## src/rtl/core/gbkv_pkg.sv

```systemverilog
// shared constants, codes and types of the gbk name byte validator
package gbkv_pkg;

    localparam int NAME_BYTES = 32;
    localparam int MAX_CHARS  = 16;

    localparam int BYTE_W  = 8;
    localparam int COUNT_W = 8;

    typedef enum logic [1:0] {
        VERDICT_OK       = 2'd0,
        VERDICT_EMPTY    = 2'd1,
        VERDICT_TOO_LONG = 2'd2,
        VERDICT_INVALID  = 2'd3
    } verdict_t;

    typedef struct packed {
        logic is_zero;
        logic is_high;
        logic ascii_ok;
        logic lead_ok;
        logic trail_ok;
    } byte_class_t;

    typedef struct packed {
        verdict_t verdict;
        logic     error_seen;
        logic     lead_pending;
    } scan_status_t;

endpackage

```

## src/rtl/core/gbkv_classify.sv

```systemverilog
// byte classifier: ascii name characters and gbk lead and trail ranges
module gbkv_classify (
    input  logic [gbkv_pkg::BYTE_W-1:0] cur_byte,
    input  logic [gbkv_pkg::BYTE_W-1:0] lead_byte,
    output gbkv_pkg::byte_class_t       byte_class
);
    import gbkv_pkg::*;

    always_comb begin
        byte_class.is_zero  = (cur_byte == 8'h00);
        byte_class.is_high  = cur_byte[BYTE_W-1];
        byte_class.ascii_ok = (cur_byte inside {[8'h30:8'h39], [8'h41:8'h5A],
                                                [8'h61:8'h7A], 8'h20});
        byte_class.lead_ok  = (lead_byte inside {[8'h81:8'hFE]}) &&
                              !(lead_byte inside {[8'hA1:8'hA9]});
        byte_class.trail_ok = (cur_byte inside {[8'h40:8'hFE]}) && (cur_byte != 8'h7F);
    end

endmodule

```

## src/rtl/core/gbkv_scan.sv

```systemverilog
// name scan state: byte and character counts, open lead byte, first error
module gbkv_scan (
    input  logic                        aclk,
    input  logic                        aresetn,
    input  logic                        step_en,
    input  logic [gbkv_pkg::BYTE_W-1:0] cur_byte,
    output gbkv_pkg::scan_status_t      status
);
    import gbkv_pkg::*;

    logic [COUNT_W-1:0] byte_count_reg, byte_count_next;
    logic [COUNT_W-1:0] char_count_reg, char_count_next;
    logic [BYTE_W-1:0]  lead_byte_reg, lead_byte_next;
    logic               lead_pending_reg, lead_pending_next;
    logic               error_seen_reg, error_seen_next;
    verdict_t           error_code_reg, error_code_next;

    byte_class_t        byte_class;
    logic [COUNT_W:0]   total;
    logic [COUNT_W-1:0] nbytes;

    gbkv_classify u_classify (
        .cur_byte   (cur_byte),
        .lead_byte  (lead_byte_reg),
        .byte_class (byte_class)
    );

    always_comb begin
        nbytes = lead_pending_reg ? COUNT_W'(2) : COUNT_W'(1);
        total  = {1'b0, byte_count_reg} + {1'b0, nbytes};

        if (error_seen_reg) begin
            status.verdict = error_code_reg;
        end else if (lead_pending_reg) begin
            status.verdict = VERDICT_INVALID;
        end else if (byte_count_reg == '0) begin
            status.verdict = VERDICT_EMPTY;
        end else begin
            status.verdict = VERDICT_OK;
        end
        status.error_seen   = error_seen_reg;
        status.lead_pending = lead_pending_reg;
    end

    always_comb begin
        byte_count_next   = byte_count_reg;
        char_count_next   = char_count_reg;
        lead_byte_next    = lead_byte_reg;
        lead_pending_next = lead_pending_reg;
        error_seen_next   = error_seen_reg;
        error_code_next   = error_code_reg;

        if (byte_class.is_zero) begin
            byte_count_next   = '0;
            char_count_next   = '0;
            lead_byte_next    = '0;
            lead_pending_next = 1'b0;
            error_seen_next   = 1'b0;
            error_code_next   = VERDICT_OK;
        end else if (error_seen_reg) begin
            // swallow until terminator
        end else if (lead_pending_reg || !byte_class.is_high) begin
            lead_pending_next = 1'b0;
            if (!lead_pending_reg && (char_count_reg >= COUNT_W'(MAX_CHARS))) begin
                error_seen_next = 1'b1;
                error_code_next = VERDICT_TOO_LONG;
            end else if (lead_pending_reg ? !(byte_class.lead_ok && byte_class.trail_ok)
                                          : !byte_class.ascii_ok) begin
                error_seen_next = 1'b1;
                error_code_next = VERDICT_INVALID;
            end else begin
                char_count_next = char_count_reg + COUNT_W'(1);
                byte_count_next = total[COUNT_W-1:0];
                if (total >= (COUNT_W+1)'(NAME_BYTES)) begin
                    error_seen_next = 1'b1;
                    error_code_next = VERDICT_TOO_LONG;
                end
            end
        end else if (char_count_reg >= COUNT_W'(MAX_CHARS)) begin
            error_seen_next = 1'b1;
            error_code_next = VERDICT_TOO_LONG;
        end else begin
            lead_byte_next    = cur_byte;
            lead_pending_next = 1'b1;
        end
    end

    always_ff @(posedge aclk) begin
        if (!aresetn) begin
            byte_count_reg   <= '0;
            char_count_reg   <= '0;
            lead_byte_reg    <= '0;
            lead_pending_reg <= 1'b0;
            error_seen_reg   <= 1'b0;
            error_code_reg   <= VERDICT_OK;
        end else if (step_en) begin
            byte_count_reg   <= byte_count_next;
            char_count_reg   <= char_count_next;
            lead_byte_reg    <= lead_byte_next;
            lead_pending_reg <= lead_pending_next;
            error_seen_reg   <= error_seen_next;
            error_code_reg   <= error_code_next;
        end
    end

endmodule

```

## src/rtl/core/gbk_name_byte_validator.sv

```systemverilog
// top level of the gbk name byte validator: input register, scan, verdict register
//
// channel   dir  tdata fields (lsb up)        request carries
// s_axis    in   name_byte [7:0]              one byte of a name, zero ends it
// m_axis    out  verdict [1:0], zero pad      one verdict per terminator
//
// one byte per cycle while no terminator waits on m_; s_ to m_ goes via the
// input and verdict registers; the byte rate is set by the scan state update loop
// aresetn clears counts, error state and both valid flags
// a stalled verdict holds only terminators; other bytes keep flowing
module gbk_name_byte_validator (
    input  logic       aclk,
    input  logic       aresetn,
    input  logic       s_tvalid,
    output logic       s_tready,
    input  logic [7:0] s_tdata,   // name_byte [7:0]
    output logic       m_tvalid,
    input  logic       m_tready,
    output logic [7:0] m_tdata    // verdict [1:0], zeros [7:2]
);
    import gbkv_pkg::*;

    logic               in_valid_reg;
    logic [BYTE_W-1:0]  in_byte_reg;
    logic               out_valid_reg;
    verdict_t           out_verdict_reg;

    logic               out_free;
    logic               in_is_zero;
    logic               advance;
    scan_status_t       status;

    assign out_free   = !out_valid_reg || m_tready;
    assign in_is_zero = (in_byte_reg == '0);
    assign advance    = in_valid_reg && (!in_is_zero || out_free);
    assign s_tready   = !in_valid_reg || advance;

    gbkv_scan u_scan (
        .aclk     (aclk),
        .aresetn  (aresetn),
        .step_en  (advance),
        .cur_byte (in_byte_reg),
        .status   (status)
    );

    always_ff @(posedge aclk) begin
        if (!aresetn) begin
            in_valid_reg <= 1'b0;
        end else if (s_tready) begin
            in_valid_reg <= s_tvalid;
        end
    end

    always_ff @(posedge aclk) begin
        if (s_tready && s_tvalid) begin
            in_byte_reg <= s_tdata;
        end
    end

    always_ff @(posedge aclk) begin
        if (!aresetn) begin
            out_valid_reg <= 1'b0;
        end else if (advance && in_is_zero) begin
            out_valid_reg <= 1'b1;
        end else if (m_tready) begin
            out_valid_reg <= 1'b0;
        end
    end

    always_ff @(posedge aclk) begin
        if (advance && in_is_zero) begin
            out_verdict_reg <= status.verdict;
        end
    end

    assign m_tvalid = out_valid_reg;
    assign m_tdata  = {6'b0, out_verdict_reg};

    a_verdict_loaded : assert property (@(posedge aclk) disable iff (!aresetn)
        (advance && in_is_zero) |=> (m_tvalid && (m_tdata[1:0] == $past(status.verdict))))
        else $error("terminator did not load its verdict");

    a_no_spurious_result : assert property (@(posedge aclk) disable iff (!aresetn)
        (!(advance && in_is_zero)) |=> (m_tvalid == ($past(m_tvalid) && !$past(m_tready))))
        else $error("verdict appeared without a terminator");

    a_error_closes_pair : assert property (@(posedge aclk) disable iff (!aresetn)
        !(status.error_seen && status.lead_pending))
        else $error("open lead byte kept after an error");

    a_held_byte_kept : assert property (@(posedge aclk) disable iff (!aresetn)
        (in_valid_reg && !advance) |=> (in_valid_reg && $stable(in_byte_reg)))
        else $error("stalled byte lost");

endmodule
```

## config.mk

```make
export PLATFORM = sky130hd
export DESIGN_NAME = gbk_name_byte_validator
export DESIGN_NICKNAME = d
export VERILOG_FILES = /design/src/rtl/core/gbkv_pkg.sv /design/src/rtl/core/gbkv_classify.sv /design/src/rtl/core/gbkv_scan.sv /design/src/rtl/core/gbk_name_byte_validator.sv
export SDC_FILE = /design/constraint.sdc
export NUM_CORES = 1
export LEC_CHECK = 0
export ABC_AREA = 1
export BUFFER_PORTS_ARGS = -buffer_cell sky130_fd_sc_hd__buf_2
export CAP_MARGIN = 20
export CORE_UTILIZATION = 63
export CTS_CLUSTER_DIAMETER = 50
export CTS_CLUSTER_SIZE = 40
export DETAILED_ROUTE_END_ITERATION = 6
export PLACE_DENSITY = 0.84
export SYNTH_ARGS = -nofsm -noshare
export SYNTH_HDL_FRONTEND = slang
export SYNTH_SLANG_ARGS = --single-unit
export TNS_END_PERCENT = 10
```

## constraint.sdc

```tcl
create_clock -name aclk -period 3.4 [get_ports aclk]
set_input_delay 0.34 -clock aclk [delete_from_list [all_inputs] [get_ports aclk]]
set_output_delay 0.34 -clock aclk [all_outputs]
set_load 0.01 [all_outputs]
```

======== After elaboration in Yosys (flattened, before gate mapping) ========
Index checks and enable logic that the tools add are counted.
storage, ports and cells
  flip-flop bits (word level) ............. 40
  input port bits ......................... 12
  output and inout bits ................... 10
  word-level logic and storage cells ...... 109
operators by class
  $add $sub $neg .......................... 2
  magnitude comparators ................... 14
  equal/unequal tests ..................... 9
  multiplexer cells ....................... 39
  reduce and logical (&&, ||, !) cells .... 35
operators by type and width
  kind                                                             number
  two-way mux 8 bit                                                14
  >= comparator 8 x 7 -> 1 bit (second input constant)             3
  less-or-equal comparator 8 bit (second input constant)           3
  two-way mux 2 bit                                                10
  >= comparator 8 bit (second input constant)                      2
  less-or-equal comparator 8 x 7 -> 1 bit (second input constant)  2
  logical NOT 8 bit                                                2
  two-way mux 1 bit                                                15
  logical AND 1 bit                                                13
  inequality test 2 bit (second input constant)                    5
  adder 8 x 8 -> 9 bit                                             1
  >= comparator 9 x 6 -> 1 bit (second input constant)             1
  adder 8 x 1 -> 8 bit (second input constant)                     1
  == test 8 x 6 -> 1 bit (second input constant)                   1
  >= comparator 8 x 5 -> 1 bit (second input constant)             1
  >= comparator 8 x 6 -> 1 bit (second input constant)             1
  less-or-equal comparator 8 x 6 -> 1 bit (second input constant)  1
  logical NOT 1 bit                                                8
  inequality test 8 x 7 -> 1 bit (second input constant)           1
  AND reduction 4 bit                                              2
  inequality test 5 bit (second input constant)                    1
  AND reduction 5 bit                                              1
  logical OR 1 bit                                                 4
  nonzero test 2 bit                                               2
  4 further kinds                                                  4

======== Logic depth before layout (Yosys ltp) ========
  depth in word-level cells ............... 12
  gate-level depth with buffers ........... 14
  gate-level depth less buffers ........... 13

======== Hierarchy ========
Synthesis repeated with hierarchy kept, for this count alone.
second synthesis, totals
  cells, all modules ...................... 302
  area total of the unflattened synthesis .. 2,212.1 µm²
by module, submodules not included
  module                   instances  cells each  area each (µm²)  sequential area each (µm²)
  gbkv_scan                1          213         1,516.5          560.5
  gbk_name_byte_validator  1          39          486.7            340.3
  gbkv_classify            1          50          209.0            0.0

======== Worst setup path before layout ========
Ideal clock, no wire load.
  path kind ............................... reg-to-reg
  start point ............................. reg u_scan.lead_pending_reg
  end point ............................... reg u_scan.error_code_reg[0]
  data arrival time ....................... 1.884 ns
  required time ........................... 3.329 ns
  path slack .............................. 1.446 ns
  stages on the path, launching flop included .. 13
  period minus slack after synthesis ...... 1.954 ns
  cell sequence ........................... dfxtp_1 -> inv_1 -> ha_1 -> fa_1 -> nand2_1 -> nor2_1 -> xor2_1 -> inv_1 -> nor2_1 -> nand3b_1 -> nand2_1 -> nand2_1 -> a21oi_1
on the way
  cells in the longest elaborated chain, start to end .. 6
  elaborated cells on any way between the ends .. 15
  classes of those cells .................. 1 x add/sub; 1 x order compare; 1 x eq/ne; 7 x mux; 5 x reduce/logical
ends and longest elaborated chain
  what                                                                          RTL line          source
  start, declared                                                               gbkv_scan.sv:14   logic lead_pending_reg, lead_pending_next;
  start signal, assigned                                                        gbkv_scan.sv:100  lead_pending_reg <= lead_pending_next;
  parallel branches: the longest is 6 deep, another holds adder 8 x 8 -> 9 bit  n/a
  end signal, assigned                                                          gbkv_scan.sv:102  error_code_reg <= error_code_next;
  end, declared                                                                 gbkv_scan.sv:16   verdict_t error_code_reg, error_code_next;
Parallel ways; which one is timed is not known. The select of a mux whose other input is x is not followed.
A chain may end at the register's enable or synchronous reset.

======== Final worst setup path ========
  start point ............................. reg in_byte_reg[6]
  end point ............................... reg u_scan.byte_count_reg[5]
on the way
  cells in the longest elaborated chain, start to end .. 8
  elaborated cells on any way between the ends .. 30
  classes of those cells .................. 8 x order compare; 5 x eq/ne; 2 x mux; 15 x reduce/logical
ends and longest elaborated chain
  what                                                                                   RTL line                       source
  start, declared                                                                        gbk_name_byte_validator.sv:24  logic [BYTE_W-1:0] in_byte_reg;
  start signal, assigned                                                                 gbk_name_byte_validator.sv:56  in_byte_reg <= s_tdata;
  >= comparator 8 x 7 -> 1 bit / less-or-equal comparator 8 bit (equally long branches)  gbkv_classify.sv:16            byte_class.trail_ok = (cur_byte inside {[8'h40:8'hFE]}) && (cur_byte != 8'h7F);
  logical AND 1 bit (2 in series)                                                        gbkv_classify.sv:16
  logical AND 1 bit                                                                      gbkv_scan.sv:67                end else if (lead_pending_reg ? !(byte_class.lead_ok && byte_class.trail_ok)
  logical NOT 1 bit                                                                      gbkv_scan.sv:67
  two-way mux 1 bit                                                                      gbkv_scan.sv:67
  inequality test 2 bit (no source line)                                                 n/a
  AND reduction 5 bit (no source line)                                                   n/a
  end signal, assigned                                                                   gbkv_scan.sv:97                byte_count_reg <= byte_count_next;
  end, declared                                                                          gbkv_scan.sv:11                logic [COUNT_W-1:0] byte_count_reg, byte_count_next;
Parallel ways exist; a longest one is shown, timed or not.

==> run metrics <==
status=completed; placed cell count=362; clock buffer depth=2; First-pass DRT Iterations=4; max_cap viols=0; Switch Pwr=0.265 mW; ANT cells=0; total gr overflow=0; Max Fanout on Critical Path=20; Setup CP Type=reg2reg; Filler Cell Count=289; Hold EP=in_byte_reg[2]; Setup Viol. Count Final=0; Finished Layout Cells=370; clk sink count=40; dpl ws=1.00 ns; Die ar.=0.00375 mm2; crit path DAT=~2.8 ns; I/O pin total=22; Layout area overhead=5.55%; Cell variety after synth=33; Clk Tree Root Cell=clkbuf_4; top-area cell type share of the netlist area=0.272; first-pass GRT wire length=7250 um; CTS resizes=0; largest area contributor in the netlist=dfxtp_1; Buf+Inv Stages, Crit Path=1; fraction of layout cells with a size suffix above 1=0.102; antenna violations before repair=0; Fmax=0.408 GHz; routability cong.=0.879; overall routed net length=4290 um; reg2reg setup slack=approximately 0.95 ns; synthesized area per cell=7.15 um2; Via Count=~2000; post-DR vias/cell=5.32; Clk network pwr share=0.279; Sw Ratio=0.288; Initial Utilization=0.662; Leak=between 1 and 1.5 nW; Power, Total=0.918 mW; max-slew violations=0; RSZ-0062 raised after global routing=no; Final min period=roughly 2.5 ns; Yosys warning total=0; Peak VDD IR=0.319 mV; CP peak stage delay=0.46 ns; sequential share of the synthesized area=0.408; final setup margin=0.949 ns; Core ar.=0.00334 mm2; Clock transition at path regs=0.12 ns; final hold violation count=0; Port Buffers=15; cell area after synthesis=0.00221 mm2; hold path depth=1; Most common cell on crit path=nand2_1; skew final=approximately 0.018 ns; Synth area leaders=dfxtp_1 (27%), nand2_1 (14%), edfxtp_1 (14%), nor2_1 (7.6%), nand3_1 (7.0%); Flop pwr share=0.581; WP data required=3.70 ns; CP endpoint kind=flip-flop; Hold Startpoint=s_tdata[2]; final net count=340; R2R cell count=11; vias in the first global route=1711; Comb power frac=0.140; HP Class=in2reg; Worst R2R Start=in_byte_reg[6]; CTS buffer count=5; Power Dens Cells=393 mW/mm2; Initial DRC Count=about 150; Cell Chain, Critical Path=nor2_2 > nand3_1 > nor2_4 > inv_4 > nand2_4 > nand3_4 > nor2_4 > nand2_1 > nand2_1 > nand2_1 > nor2_1; CTS tree=yes; gr usage total=0.267; Max stage delay cell, worst path=edfxtp_1; DRC violations left=0; clk_lat worst skew=around 0.36 ns; Hold-fix buffers, CTS=0; total setup buffers inserted after CTS=0; CP startpoint kind=flip-flop; post-layout util=0.699; Mapped Cells=309; Cell Rows=21; reg-to-reg endpoint=u_scan.byte_count_reg[5]; final period utilization=0.721; pin count of the biggest net entering global routing=21; CTS H-Tree Depth=2; family with the most delay on the worst path=simple AND/OR/NAND/NOR gates; wire per inst=around 12 um; Antenna Nets Post-Route=0; Die Wd=about 61 um; Setup TNS=0 ns; Die Ht=61.2 um; Int Pwr=about 0.65 mW; post-synthesis register bit count=40; detailed placement HPWL=approximately 3100 um
-- cell usage after synthesis --
master    instances
nand2_1          81
nor2_1           45
nand3_1          31
dfxtp_1          30
inv_1            27
a21oi_1          22
o21ai_0          11
edfxtp_1         10
buf_4             6
nand4_1           5
ha_1              4
xor2_1            4
buf_2             3
xnor2_1           3
buf_6             2
clkbuf_1          2
nand2_2           2
nor2_2            2
nor2_4            2
nor3_1            2
nor3b_1           2
nor4_1            2
a211oi_1          1
a21boi_0          1
clkinv_1          1
conb_1            1
fa_1              1
inv_2             1
inv_4             1
nand2_4           1
nand3_4           1
nand3b_1          1
o21bai_1          1
-- how the worst max path moves through the flow --
stage	end	start	cells past startpoint
2_1_floorplan	u_scan.error_code_reg[0]	u_scan.lead_pending_reg	12
6_report	u_scan.byte_count_reg[5]	in_byte_reg[6]	11
3_5_place_dp	u_scan.char_count_reg[5]	in_byte_reg[6]	10
5_1_grt	u_scan.byte_count_reg[5]	in_byte_reg[6]	11
4_1_cts	u_scan.byte_count_reg[5]	in_byte_reg[6]	11
3_3_place_gp	u_scan.char_count_reg[2]	in_byte_reg[7]	10
-- worst reg2reg max path: stages, from the launching register on --
cell      delay (ns)
edfxtp_1        0.46
nor2_2          0.16
nand3_1         0.13
nor2_4          0.33
inv_4           0.12
nand2_4         0.10
nand3_4         0.09
nor2_4          0.35
nand2_1         0.38
nand2_1         0.15
nand2_1         0.07
nor2_1          0.08
-- cell type report --
class,instances,area (um2),area share
Inverter,30,115,0.0494
Clock buffer,6,51.3,0.0220
Sequential cell,40,901,0.386
Tap cell,46,57.6,0.0247
Timing Repair Buffer,15,75.1,0.0322
Multi-Input combinational cell,231,1120,0.481
Clock inverter,2,10.0,0.00429
-- cells by family after synthesis --
kind of cell / after synthesis / share of synthesized area
AOI/OAI and AO/OA: 36 / 0.0849
xor gates and xnor gates: 7 / 0.0277
DFF: 40 / 0.408
and+or+nand+nor: 177 / 0.353
adders and majority gates: 5 / 0.0317
other: 1 / 0.00170
buffers and inverters: 43 / 0.0929
-- layout by cell type (no fill, tap or decap), drive strengths merged, types with 3 or more instances in the layout --
| cell | netlist | final |
|---|---|---|
| nand4 | 5 | 5 |
| xor2 | 4 | 4 |
| xnor2 | 3 | 3 |
| inv | 29 | 29 |
| dfxtp | 30 | 30 |
| ha | 4 | 4 |
| clkbuf | 2 | 6 |
| edfxtp | 10 | 10 |
| nand3 | 32 | 32 |
| buf | 11 | 15 |
| a21oi | 22 | 22 |
| o21ai | 11 | 11 |
| nor2 | 49 | 49 |
| clkinv | 1 | 3 |
| conb | 1 | 6 |
| nand2 | 84 | 84 |
-- power by group through the flow --
stage / Clock [mW] / Combinational [mW] / Sequential [mW]
floorplan: 0 / 0.109 / 0.538
global placement: 0 / 0.124 / 0.543
detailed placement: 0 / 0.126 / 0.544
CTS: 0.259 / 0.127 / 0.533
global route: 0.276 / 0.150 / 0.538
finish: 0.256 / 0.128 / 0.533
-- stage by stage --
stage | hold slack [ns] | cell area, um2
floorplan | 0.430 | 2230
global placement | 0.445 | 2270
detailed placement | 0.452 | 2270
CTS | 0.152 | 2330
global route | 0.142 | 2330
finish | 0.162 | 2330
-- routing by layer --
metal,vias to the layer above,track usage,share of wire
met5,-,0,0
met4,0,0.120,0.019
met3,8,0.0441,0.054
met2,70,0.408,0.44
met1,876,0.373,0.49
li1,1015,-,-
Power figures use the tool's default switching activity.
